## src/design/barometric_pressure_compensation_defines.svh

```systemverilog
// ----------------------------------------------------------------------------
// Barometric pressure compensation: assertion macros
// Concurrent check wrappers, compiled out when SYNTH is defined.
// ----------------------------------------------------------------------------
`ifndef BAROMETRIC_PRESSURE_COMPENSATION_DEFINES_SVH
`define BAROMETRIC_PRESSURE_COMPENSATION_DEFINES_SVH

`ifndef SYNTH
`define BPC_ASSERT_IMPLY(lbl, ante, cons) \
	lbl: assert property (@(posedge clk) disable iff (!arst_n) (ante) |-> (cons)) \
		else $error("bpc: same-cycle check failed");
`define BPC_ASSERT_NEXT(lbl, ante, cons) \
	lbl: assert property (@(posedge clk) disable iff (!arst_n) (ante) |=> (cons)) \
		else $error("bpc: next-cycle check failed");
`else
`define BPC_ASSERT_IMPLY(lbl, ante, cons)
`define BPC_ASSERT_NEXT(lbl, ante, cons)
`endif

`endif

```

## src/design/bpc_pkg.sv

```systemverilog
`timescale 1ns / 1ps
// ----------------------------------------------------------------------------
// bpc_pkg
// Shared types, register indexes, status codes and constants.
// ----------------------------------------------------------------------------
package bpc_pkg;

	// pipelined divider: numerator and divisor widths, one quotient bit a stage
	localparam int DIV_NW = 48;
	localparam int DIV_DW = 32;

	localparam int CFG_IW = 3;

	localparam logic [CFG_IW-1:0] REG_AC1_AC2 = 3'd0;
	localparam logic [CFG_IW-1:0] REG_AC3_AC4 = 3'd1;
	localparam logic [CFG_IW-1:0] REG_AC5_AC6 = 3'd2;
	localparam logic [CFG_IW-1:0] REG_B1_B2   = 3'd3;
	localparam logic [CFG_IW-1:0] REG_MC_MD   = 3'd4;
	localparam logic [CFG_IW-1:0] REG_OSS     = 3'd5;

	localparam logic [1:0] ST_OK     = 2'd0;
	localparam logic [1:0] ST_TDIV0  = 2'd1;
	localparam logic [1:0] ST_RANGE  = 2'd2;
	localparam logic [1:0] ST_B4ZERO = 2'd3;

	localparam int B6_OFFSET   = 4000;
	localparam int PRESS_SCALE = 50000;
	localparam int X3_BIAS     = 32768;
	localparam int C_X1        = 3038;
	localparam int C_X2        = -7357;
	localparam int C_P_OFFSET  = 3791;
	localparam int MC_SHIFT    = 11;

	typedef struct packed {
		logic signed [15:0] ac1;
		logic signed [15:0] ac2;
		logic signed [15:0] ac3;
		logic [15:0]        ac4;
		logic [15:0]        ac5;
		logic [15:0]        ac6;
		logic signed [15:0] b1;
		logic signed [15:0] b2;
		logic signed [15:0] mc;
		logic signed [15:0] md;
		logic [1:0]         oss;
	} coeff_t;

	typedef struct packed {
		logic signed [18:0] x1;
		logic [18:0]        up;
		logic               qneg;
		logic               tzero;
	} side1_t;

	typedef struct packed {
		logic signed [24:0] temp;
		logic [1:0]         st;
		logic               narrow;
	} side2_t;

endpackage

```

## src/design/bpc_cfg.sv

```systemverilog
`timescale 1ns / 1ps
// ----------------------------------------------------------------------------
// bpc_cfg
// Coefficient register file, unpacked into signed and unsigned fields.
// ----------------------------------------------------------------------------
module bpc_cfg (
	input  logic                         clk,
	input  logic                         arst_n,
	input  logic                         cfg_we,
	input  logic [bpc_pkg::CFG_IW-1:0]   cfg_index,
	input  logic [31:0]                  cfg_data,
	output bpc_pkg::coeff_t              coeff
);

	logic [31:0] ac1_ac2_q;
	logic [31:0] ac3_ac4_q;
	logic [31:0] ac5_ac6_q;
	logic [31:0] b1_b2_q;
	logic [31:0] mc_md_q;
	logic [1:0]  oss_q;

	always_ff @(posedge clk or negedge arst_n) begin
		if (!arst_n) begin
			ac1_ac2_q <= '0;
			ac3_ac4_q <= '0;
			ac5_ac6_q <= '0;
			b1_b2_q   <= '0;
			mc_md_q   <= '0;
			oss_q     <= '0;
		end else if (cfg_we) begin
			case (cfg_index)
				bpc_pkg::REG_AC1_AC2: ac1_ac2_q <= cfg_data;
				bpc_pkg::REG_AC3_AC4: ac3_ac4_q <= cfg_data;
				bpc_pkg::REG_AC5_AC6: ac5_ac6_q <= cfg_data;
				bpc_pkg::REG_B1_B2:   b1_b2_q   <= cfg_data;
				bpc_pkg::REG_MC_MD:   mc_md_q   <= cfg_data;
				bpc_pkg::REG_OSS:     oss_q     <= cfg_data[1:0];
				default: ;
			endcase
		end
	end

	always_comb begin
		coeff.ac1 = ac1_ac2_q[31:16];
		coeff.ac2 = ac1_ac2_q[15:0];
		coeff.ac3 = ac3_ac4_q[31:16];
		coeff.ac4 = ac3_ac4_q[15:0];
		coeff.ac5 = ac5_ac6_q[31:16];
		coeff.ac6 = ac5_ac6_q[15:0];
		coeff.b1  = b1_b2_q[31:16];
		coeff.b2  = b1_b2_q[15:0];
		coeff.mc  = mc_md_q[31:16];
		coeff.md  = mc_md_q[15:0];
		coeff.oss = oss_q;
	end

endmodule

```

## config.mk

```make
export PLATFORM = sky130hd
export DESIGN_NAME = bpc_cfg
export DESIGN_NICKNAME = d
export VERILOG_FILES = /design/src/design/barometric_pressure_compensation_defines.svh /design/src/design/bpc_pkg.sv /design/src/design/bpc_cfg.sv
export SDC_FILE = /design/constraint.sdc
export NUM_CORES = 1
export LEC_CHECK = 0
export ABC_AREA = 1
export ABC_CLOCK_PERIOD_IN_PS = 1200
export BUFFER_PORTS_ARGS = -buffer_cell sky130_fd_sc_hd__clkbuf_2
export CORE_MARGIN = 10
export CORE_UTILIZATION = 45
export CTS_CLUSTER_DIAMETER = 200
export DETAILED_ROUTE_END_ITERATION = 8
export PLACE_DENSITY = 0.72
export SETUP_SLACK_MARGIN = 0.2
export SLEW_MARGIN = 20
export SYNTH_ARGS = -nofsm -noshare
export SYNTH_HDL_FRONTEND = slang
export SYNTH_SLANG_ARGS = --single-unit
```

## constraint.sdc

```tcl
create_clock -name clk -period 1.2 [get_ports clk]
set_clock_uncertainty 0.1 [all_clocks]
set_input_delay 0.12 -clock clk [delete_from_list [all_inputs] [get_ports clk]]
set_output_delay 0.12 -clock clk [all_outputs]
set_load 0.02 [all_outputs]
```

* Word-level counts from Yosys, hierarchy flattened *
Cells that the tools add are included.

word-level totals
  bits in registers = 162
  bits in latches = 0
  bits in writable memories = 0
  memory bits (read-only) = 0
  output and inout bits = 162
  memories = 0

operators by class
  $add $sub $neg = 0
  multiply operators = 0
  divide/modulo/power cells = 0
  $lt $le $gt $ge = 0
  equal/unequal tests = 5
  shifts and indexed selects = 0
  multiplexer cells = 0
  bitwise gates (word level) = 0
  reduce and logical (&&, ||, !) cells = 7

operators with widths
  operator                                        count
  AND reduction 2 bit                             6
  == test 3 x 2 -> 1 bit (second input constant)  2
  == test 3 bit (second input constant)           2
  == test 3 x 1 -> 1 bit (second input constant)  1
  logical NOT 3 bit                               1

* Longest topological paths before layout *
Gate-level depths: netlist of run 1.

  depth after elaboration = 2
  mapped depth = 6

* Worst setup path before layout of run 1 *
OpenSTA, ideal clock, no wires.

  kind = input -> register
  start point = input port cfg_we
  end point = register b1_b2_q[10]
  arrival = 0.753 ns
  data required time = 0.984 ns
  setup slack = 0.230 ns
  cell stages on the path = 6
  path buffers = 1
  path through = inv_1 > nor2_4 > nand2_1 > clkbuf_1 > nand2_1 > nand2_1

between the ends
  word-level cells in the longest chain between the ends = 1

RTL lines
  item                           RTL line       RTL
  start: declaration             bpc_cfg.sv:9   input logic cfg_we,
  AND reduction 2 bit (no line)  n/a
  end signal: assignment         bpc_cfg.sv:35  bpc_pkg::REG_B1_B2: b1_b2_q <= cfg_data;
  end: declaration               bpc_cfg.sv:18  logic [31:0] b1_b2_q;

Every way passes these cells.
A chain may end at the register's enable or synchronous reset.

* Final worst setup path of run 1 *
  start point = register oss_q[0]
  end point = output port coeff[0] (netlist name)

RTL lines
  item                      RTL line       RTL
  start: declaration        bpc_cfg.sv:20  logic [1:0] oss_q;
  start signal: assignment  bpc_cfg.sv:37  bpc_pkg::REG_OSS: oss_q <= cfg_data[1:0];
  end: declaration          bpc_cfg.sv:12  output bpc_pkg::coeff_t coeff

No word-level cell between the ends.

==> metrics, run 1 <==
outcome=complete, but fails checks; failing checks=setup timing; DIE AREA=19240 um^2; clock root buffer=clkbuf_16; Overflow after GRT=0; # setup viols final=28; Reg clk slew, reported paths=0.06 ns; GP Congestion=0.8501; IO buf count=199; sequential share of the synthesized area=0.6393; measured slew at the worst slew-check pin=0.3151 ns; Final Hold Slack=0.03299 ns; Ports=200; largest net degree at the start of global routing=54; commonest non-fill, non-tap cell in the layout=nand2_1; total leakage power=5.717 nW; Clk Latency, worst-skew pair=0.42 ns; dpl cell area=7769 um^2; Pwr per Cell Area=1809 nW/um^2; Die Ht=138.7 um; Worst setup SP type=register; WL/cell=19.92 um; slowest CP cell=dfrtp_1; Critical Path Max Stage Delay=0.42 ns; CP Class=reg2out; initial antenna violation count=0; final net count=1078; Via Count=6464; remaining antenna violation count=0; slack of the critical path=-0.03480 ns; DR pass1 iterations=5; first-pass GRT wire length=34.99 mm; Synth Net Count=752; Starting DRT DRC Count=542; Setup WS pre-CTS=-0.009306 ns; CTS Sinks=162; GRT Total Usage=0.2264; Netlist Area Pre-Place=6341 um^2; initial core utilization=0.4586; Rows=43; DR DRC count=0; Vias/cell=5.247; crit-path cells=clkbuf_8; Layout area overhead=66.50%; # diodes=0; crit end category=primary output; vias in the first global route=6167; Syn Inst Count=714; Worst Hold Class=in2reg; Worst slew margin=0.7899; Max Transition Viols Final=0; CTS tree=done; fin util=0.7636; Detailed Route WL=24.54 mm; fin area=10560 um^2; FF+latch count, synth=162; Fillers=832; Yosys warnings=0; Fin. Hold Viols=0; hpwl dp=14.42 mm; TNS Setup=-0.2713 ns; Final Cycle Share=1.029; die width=138.7 um; fmax=0.8098 GHz; layout cells sized above 1=0.3422; Worst Path Arrival=1.01 ns; delay-heaviest family, CP=flip-flops; Final min period=1.235 ns; most frequent cells in the layout=nand2_1, dfrtp_1, nand3_1, buf_4, buf_6; Buf/Inv on CP=1; Max-cap violations=0; count of cell types in the netlist=12; peak supply drop=1076 uV; unrepaired setup endpoints after global routing=yes; total CTS buffers=17; Critical Path Fanout Max=2; core area=13830 um^2; Mapped Avg Cell Area=8.881 um^2; CP Data Required Time=0.98 ns; H-tree depth=4; clock tree buffer depth=2
## power by group
group	internal [mW]	total, mW	switching [mW]	leakage (nW)
clock network	3.06	5.23	2.17	0.267
registers	6.49	7.36	0.869	2.04
logic	3.34	6.51	3.17	3.41
total	12.9	19.1	6.21	5.72
## cells in the mapped netlist (all sizes together)
cell      n  share of area
nor2      6         0.0059
clkbuf   11         0.0065
nand3   128           0.10
dfrtp   162           0.64
buf      33          0.026
nand2   368           0.22
inv       6         0.0036
## routing by layer
layer	vias up	GRT usage	share of wire
li1	2908	-	-
met1	3137	0.2844	0.38
met2	344	0.3645	0.50
met3	75	0.05959	0.083
met4	0	0.09116	0.037
met5	-	0	0
## worst reg2reg max path: cells and delay by family, from the launching register on
family	cells	cell delay, ns
buffers and inverters	2	0.26
flip-flops	1	0.40
AND/OR/NAND/NOR	2	0.13
## cell type report
class | count | area (um^2) | area share
Clock buffer | 23 | 488.0 | 0.04622
Clock inverter | 8 | 78.83 | 0.007466
Inverter | 6 | 22.52 | 0.002133
Multi-Input combinational cell | 502 | 2090 | 0.1979
Sequential cell | 162 | 4054 | 0.3840
Tap cell | 180 | 225.2 | 0.02133
Timing Repair Buffer | 351 | 3600 | 0.3410
## stage by stage
step | std cells | total power [mW]
floorplan | 714 | 9.340
global placement | 1079 | 11.19
detailed placement | 1079 | 11.29
CTS | 1190 | 17.71
global route | 1232 | 19.84
finish | 1232 | 19.10
## final timing paths
check / start / to / slack (ns) / cells after the start
setup / recovery: oss_q[0] / coeff[0] / -0.03 / 1
setup reg to reg: ac5_ac6_q[27] / ac5_ac6_q[27] / 0.20 / 4
hold / removal: cfg_index[0] / oss_q[0] / 0.03 / 5
hold reg to reg: ac3_ac4_q[15] / ac3_ac4_q[15] / 0.39 / 2
max in group asynchronous: arst_n / mc_md_q[19] / 0.46 / 3
min in group asynchronous: arst_n / ac1_ac2_q[5] / 0.05 / 2
## cell families after synthesis
| logic type | share of synthesized area |
|---|---|
| AND/OR/NAND/NOR | 0.3248 |
| flip-flops | 0.6393 |
| buffers and inverters | 0.03591 |
## sequential cells by signal, indices dropped and copies added (netlist names)
name	count
ac1_ac2_q	32
ac3_ac4_q	32
ac5_ac6_q	32
b1_b2_q	32
mc_md_q	32
oss_q	2
## timing repair
action                                 CTS  global route
pin swaps                                0             2
endpoints found under the hold margin  324             0
buffers inserted                        46            42
gates resized for setup                142           291
hold buffers                            34             0
setup endpoints to repair              162           164
No activity file was read; power rests on OpenSTA's default activity.
==> run 2: changes to the inputs <==
- CELL_PAD_IN_SITES_DETAIL_PLACEMENT: unset -> 0
- CELL_PAD_IN_SITES_GLOBAL_PLACEMENT: unset -> 1
- CORE_UTILIZATION: 45 -> 40
- PLACE_DENSITY: 0.72 -> unset
- PLACE_DENSITY_LB_ADDON: unset -> 0.1
==> run 2 against run 1 <==
Net effect:
- the flow still finishes with violations (setup timing)
- maximum frequency up 0.96%
- critical path type unchanged
- largest cell class unchanged
- register-to-register slack is essentially flat
- worst hold slack got worse by 0.024 ns
- sequential share of layout area is 0.43 points lower
- flip-flop and latch count stayed put
- non-clock buffer count shrank 1
- first-iteration DRC count shrank 18%
- global-route usage down 1.9 points
- cell count is 2.5% higher
- worst setup slack improved by 0.012 ns
- clock power rose by 16%
==> metrics, run 2 (synthesis results as in run 1) <==
failing checks=setup timing; layout cells sized above 1=0.3432 (+0.0009506); clock root buffer=clkbuf_16; Fillers=1181 (+42%); Buf/Inv on CP=1 (unchanged); WL/cell=18.39 um (-7.7%); worst hold start=cfg_index[0]; largest net degree at the start of global routing=48 (-11%); initial core utilization=0.4125 (-0.04607); Via Count=6111 (-5.5%); final net count=1077 (-0.093%); crit-path cells=clkbuf_8; peak supply drop=1097 uV (+2.0%); commonest non-fill, non-tap cell in the layout=nand2_1; H-tree depth=4 (unchanged); Clk Latency, worst-skew pair=0.42 ns (about the same); DIE AREA=21290 um^2 (+11%); sw frac=0.3088 (-0.01616); CP Class=reg2out; clock tree buffer depth=2 (unchanged); GRT Total Usage=0.2070 (-0.01942); DR DRC count=0 (unchanged); Ports=200 (unchanged); delay-heaviest family, CP=flip-flops; DR pass1 iterations=5 (unchanged); Final Hold Slack=0.008934 ns (-0.02406 ns); first-pass GRT wire length=34.92 mm (-0.20%); vias in the first global route=6039 (-2.1%); Clk pwr share=0.307 (+0.033); CP Data Required Time=0.98 ns (about the same); slowest CP cell=dfrtp_1; reg2reg path depth=4 (unchanged); Max-cap violations=0 (unchanged); total leakage power=5.768 nW (+0.90%); TNS Setup=-0.2276 ns (+0.04368 ns); most frequent cells in the layout=nand2_1, dfrtp_1, nand3_1, buf_4, buf_6; Int Power=13.69 mW (+6.2%); Overflow after GRT=0 (unchanged); CTS tree=done; Vias/cell=4.838 (-7.8%); Detailed Route WL=23.23 mm (-5.3%); Rows=45 (+4.7%); Worst slew margin=0.7809 (-0.008990); core area=15370 um^2 (+11%); unrepaired setup endpoints after global routing=yes; total CTS buffers=17 (unchanged); # diodes=0 (unchanged); Power Total=19.80 mW (+3.7%); die width=145.9 um (+5.2%); outcome=complete, but fails checks; fin util=0.6947 (-0.06888); sequential power share=0.371 (-0.015); Die Ht=145.9 um (+5.2%); fin area=10680 um^2 (+1.1%); Starting DRT DRC Count=446 (-18%); GP Congestion=0.8567 (+0.78%); initial antenna violation count=0 (unchanged); capturing point of the worst reg2reg path=b1_b2_q[17]; measured slew at the worst slew-check pin=0.3286 ns (+0.01349 ns); Reg-to-Reg Start=b1_b2_q[17]; Final Cycle Share=1.019 (-0.009756); Critical Path Max Stage Delay=0.41 ns (about the same); Hold Crit Depth=5 (unchanged); Switch Pwr=6.114 mW (-1.5%); crit end category=primary output; Final min period=1.223 ns (-0.01171 ns); Hold Path End=oss_q[0]; Critical Path Fanout Max=2 (unchanged); Worst setup SP type=register; IO buf count=199 (unchanged); CTS Sinks=162 (unchanged); fmax=0.8176 GHz (+0.96%); Worst Path Arrival=1.00 ns (about the same); Worst Hold Class=in2reg; slack of the critical path=-0.02309 ns (+0.01171 ns); Pwr per Cell Area=1854 nW/um^2 (+2.5%); Max Transition Viols Final=0 (unchanged); # setup viols final=28 (unchanged); dpl cell area=7795 um^2 (+0.34%); remaining antenna violation count=0 (unchanged); hpwl dp=15.32 mm (+6.2%); Fin. Hold Viols=0 (unchanged); Worst R2R Setup Slack=0.20 ns (about the same); Layout area overhead=68.39%; Reg clk slew, reported paths=0.06 ns (about the same); combinational fraction of design power=0.321 (-0.020)
## run 2: changes by cell type in the layout (fill, tap and decap cells not counted)
cell            change
nand2_2             -1
dlymetal6s4s_1      -1
buf_6               -1
buf_8               -2
clkinv_2            -1
clkinv_4            +2
nor2_1              +1
clkbuf_1            -2
clkbuf_8            +2
clkinvlp_4          -1
bufinv_16           +4
nand2_1             +1
nor2_4              -1
## run 2: power by group through the flow
stage               Combinational, mW  Clock [mW]  Sequential (mW)
floorplan                       0.953           0             8.39
global placement                 4.02           0             7.22
detailed placement               4.08           0             7.24
CTS                              5.29        6.17             7.21
global route                     6.80        6.41             7.45
finish                           6.36        6.08             7.35
## run 2: routing by layer
metal,vias to the layer above,GRT usage,part of all wire
li1,2904,-,-
met1,2939,0.2575,0.42
met2,245,0.3385,0.50
met3,23,0.06396,0.074
met4,0,0.05915,0.013
met5,-,0,0
## run 2: timing repair
action / 4_1_cts / 5_1_grt
gates resized for setup: 144 / 283
hold endpoints to repair: 324 / 0
buffers inserted: 48 / 41
setup endpoints to repair: 162 / 162
hold buffers: 33 / 0
pin swaps: 0 / 1
## run 2: per-stage QoR
step | std cells | setup WS, ns
2_1_floorplan | 714 | 0.2301
3_3_place_gp | 1109 | 0.03444
3_5_place_dp | 1109 | -0.008319
4_1_cts | 1222 | -0.04564
5_1_grt | 1263 | -0.06236
6_report | 1263 | -0.02309
## run 2: cell type report
| type | instances | area, um^2 | share of cell area |
|---|---|---|---|
| flip-flops and latches | 162 | 4054 | 0.3797 |
| repair buffers | 350 | 3587 | 0.3360 |
| multi-input cells | 502 | 2079 | 0.1948 |
| clock buffers | 20 | 466.7 | 0.04371 |
| well taps | 211 | 264.0 | 0.02472 |
| clock inverters | 12 | 203.9 | 0.01910 |
| inverters | 6 | 22.52 | 0.002109 |
## run 2: worst max path at each step
stage                      start            end  depth (start not counted)
floorplan                 cfg_we    b1_b2_q[10]                          6
global placement          cfg_we  ac1_ac2_q[15]                          6
detailed placement        cfg_we  ac3_ac4_q[27]                          6
CTS                 ac3_ac4_q[0]      coeff[98]                          1
global route        ac3_ac4_q[0]      coeff[98]                          1
finish              ac3_ac4_q[0]      coeff[98]                          1
==> run 3: changes to the inputs <==
- ABC_AREA: 1 -> unset
- CAP_MARGIN: unset -> 15
- CORE_UTILIZATION: 40 -> 45
==> run 3 against run 2 <==
Net effect:
- the run still ends with setup timing left
- cell count shrank 25%
- combinational power grew 40%
- sequential power grew 5.4%
- largest power group is now combinational cells
==> metrics, run 3 <==
CTS Sinks=162 (unchanged); XOR/XNOR Fraction of Synth Area=0 (unchanged); slack of the critical path=-0.02924 ns (-0.006150 ns); top cell types by occurrence after synthesis=dfrtp_1, mux2_2, mux2_4; # setup viols final=37 (+32%); WL/cell=25.63 um (+39%); # diodes=0 (unchanged); Buf/Inv on CP=1 (unchanged); slowest CP cell=dfrtp_1; largest net degree at the start of global routing=51 (+6.3%); synth top area cells=dfrtp_1, mux2_2, mux2_4; crit-path cells=clkbuf_8; unrepaired setup endpoints after global routing=yes; Post-synth EDFFs=0 (unchanged); CP Data Required Time=0.98 ns (about the same); hpwl dp=11.73 mm (-23%); Synth async-reset ratio=1.000 (unchanged); clock tree buffer depth=2 (unchanged); Worst slew margin=0.7741 (-0.006829); GRT Total Usage=0.2110 (+0.004050); fmax=0.8135 GHz (-0.50%); Final min period=1.229 ns (+0.006150 ns); combinational fraction of design power=0.396 (+0.075); Layout area overhead=87.79%; remaining antenna violation count=0 (unchanged); sw frac=0.2992 (-0.009623); Worst Path Arrival=1.01 ns (about the same); cell with the most instances after synthesis=dfrtp_1; multiplexer area fraction after synthesis=0.3146 (+0.3146); Max Transition Viols Final=0 (unchanged); total CTS buffers=17 (unchanged); Setup WS pre-CTS=-0.3911 ns (-0.3828 ns); die width=139.2 um (-4.6%); post-synth top area share=0.6339 (-0.005379); layout cells sized above 1=0.7405 (+0.3973); Clk pwr share=0.260 (-0.047); vias in the first global route=5054 (-16%); Worst setup SP type=register; core area=13880 um^2 (-9.7%); Critical Path Fanout Max=2 (unchanged); Synth Net Count=386 (-49%); H-tree depth=4 (unchanged); peak supply drop=1161 uV (+5.9%); crit end category=primary output; Rows=43 (-4.4%); Worst Hold Class=in2reg; DR DRC count=0 (unchanged); initial antenna violation count=0 (unchanged); DIE AREA=19380 um^2 (-9.0%); FF+latch count, synth=162 (unchanged); Mapped Avg Cell Area=18.38 um^2 (+110%); Netlist Area Pre-Place=6395 um^2 (+0.85%); first-pass GRT wire length=31.93 mm (-8.6%); Compound-Gate Fraction of Synth Area=0 (unchanged); Top FF cell, synth=dfrtp_1; Final Cycle Share=1.024 (+0.005125); most frequent cells in the layout=dfrtp_1, mux2_4, clkbuf_8, buf_6, buf_4; initial core utilization=0.4607 (+0.04816); count of cell types in the netlist=12 (unchanged); area leader, netlist=dfrtp_1; Fin. Hold Viols=0 (unchanged); Syn Inst Count=348 (-51%); fin area=12010 um^2 (+12%); Via Count=4799 (-21%); IO buf count=199 (unchanged); Reg clk slew, reported paths=0.06 ns (about the same); commonest non-fill, non-tap cell in the layout=dfrtp_1; Ports=200 (unchanged); Yosys warnings=0 (unchanged); simple-gate share of the synthesized area=0.01213 (-0.3127); CTS tree=done; Int Power=15.81 mW (+15%); Pwr per Cell Area=1878 nW/um^2 (+1.3%); Starting DRT DRC Count=225 (-50%); adder-cell share of the synthesized area=0 (unchanged); outcome=complete, but fails checks; Vias/cell=5.089 (+5.2%); total leakage power=5.840 nW (+1.2%); delay-heaviest family, CP=flip-flops; DR pass1 iterations=4 (-1); Switch Pwr=6.747 mW (+10%); failing checks=setup timing; Critical Path Max Stage Delay=0.42 ns (about the same); largest family of logic cells by synthesized area=multiplexers; CP Class=reg2out; final net count=789 (-27%); Detailed Route WL=24.17 mm (+4.1%); sequential share of the synthesized area=0.6339 (-0.005379); dpl cell area=7865 um^2 (+0.90%); Max-cap violations=0 (unchanged); Overflow after GRT=0 (unchanged); sequential power share=0.344 (-0.027); Clk Latency, worst-skew pair=0.42 ns (about the same); clock root buffer=clkbuf_16; Die Ht=139.2 um (-4.6%); GP Congestion=0.7814 (-8.8%); measured slew at the worst slew-check pin=0.3389 ns (+0.01024 ns)
-- run 3: changes by cell type in the layout (fill, tap and decap cells not counted), sizes merged, moves of 6 or more --
cell | before | now
nor2 | 6 | 0
nand3 | 128 | 0
nand2 | 368 | 0
clkbuf | 118 | 158
inv | 6 | 0
buf | 219 | 233
mux2 | 0 | 162
-- run 3: routing by layer --
| layer | track usage | up-vias | part of all wire |
|---|---|---|---|
| li1 | - | 2049 | - |
| met2 | 0.3467 | 201 | 0.52 |
| met1 | 0.2582 | 2507 | 0.39 |
| met5 | 0 | - | 0 |
| met3 | 0.07247 | 42 | 0.070 |
| met4 | 0.05931 | 0 | 0.020 |
-- run 3: logic make-up (layout without fill, tap and decap cells) --
family / Yosys count / count (layout)
mux: 162 / 162
buf+inv: 18 / 433
flops: 162 / 162
simple gates: 6 / 6
-- run 3: stage by stage --
step | total power, mW | cells | TNS, ns | hold slack [ns] | utilization
after floorplan | 10.44 | 348 | -5.702 | -0.2756 | -
after global placement | 12.42 | 728 | -48.98 | -0.07187 | 0.5666
after detailed placement | 12.52 | 728 | -53.29 | -0.07276 | 0.5666
after CTS | 20.74 | 879 | -0.5273 | 0.04570 | 0.7875
after global routing | 23.28 | 943 | -2.551 | 0.05067 | 0.8652
final | 22.55 | 943 | -0.4113 | 0.03970 | 0.8652
-- run 3: layout make-up --
type | instances | area (um^2)
Timing Repair Buffer | 402 | 4643
Sequential cell | 162 | 4054
Multi-Input combinational cell | 168 | 2459
Fill cell | 589 | 1872
Clock buffer | 22 | 474.2
Tap cell | 180 | 225.2
Clock inverter | 9 | 153.9
-- run 3: path summary, 6_finish.rpt --
path | from | to | slack, ns | cells after the start
max | ac1_ac2_q[11] | coeff[141] | -0.03 | 1
min | cfg_we | oss_q[1] | 0.04 | 3
max reg2reg | ac3_ac4_q[13] | ac3_ac4_q[13] | 0.03 | 3
min reg2reg | b1_b2_q[9] | b1_b2_q[9] | 0.42 | 1
max in group asynchronous | arst_n | b1_b2_q[25] | 0.35 | 3
min in group asynchronous | arst_n | ac1_ac2_q[18] | 0.06 | 2
-- run 3: repair_timing --
item                                    4_1_cts  5_1_grt
endpoints found under the setup margin      290      296
hold endpoints to repair                    324        0
pin swaps                                     3        3
hold buffers                                 33        0
gates cloned                                 11        1
buffers inserted                             76       63
resized for setup                           285      216
-- run 3: power groups by stage --
stage          clock network [mW]  registers (mW)  logic (mW)
2_1_floorplan                   0            8.87        1.57
3_3_place_gp                    0            7.45        4.96
3_5_place_dp                    0            7.49        5.03
4_1_cts                      5.85            7.51        7.38
5_1_grt                      6.12            7.86        9.30
6_report                     5.87            7.75        8.93
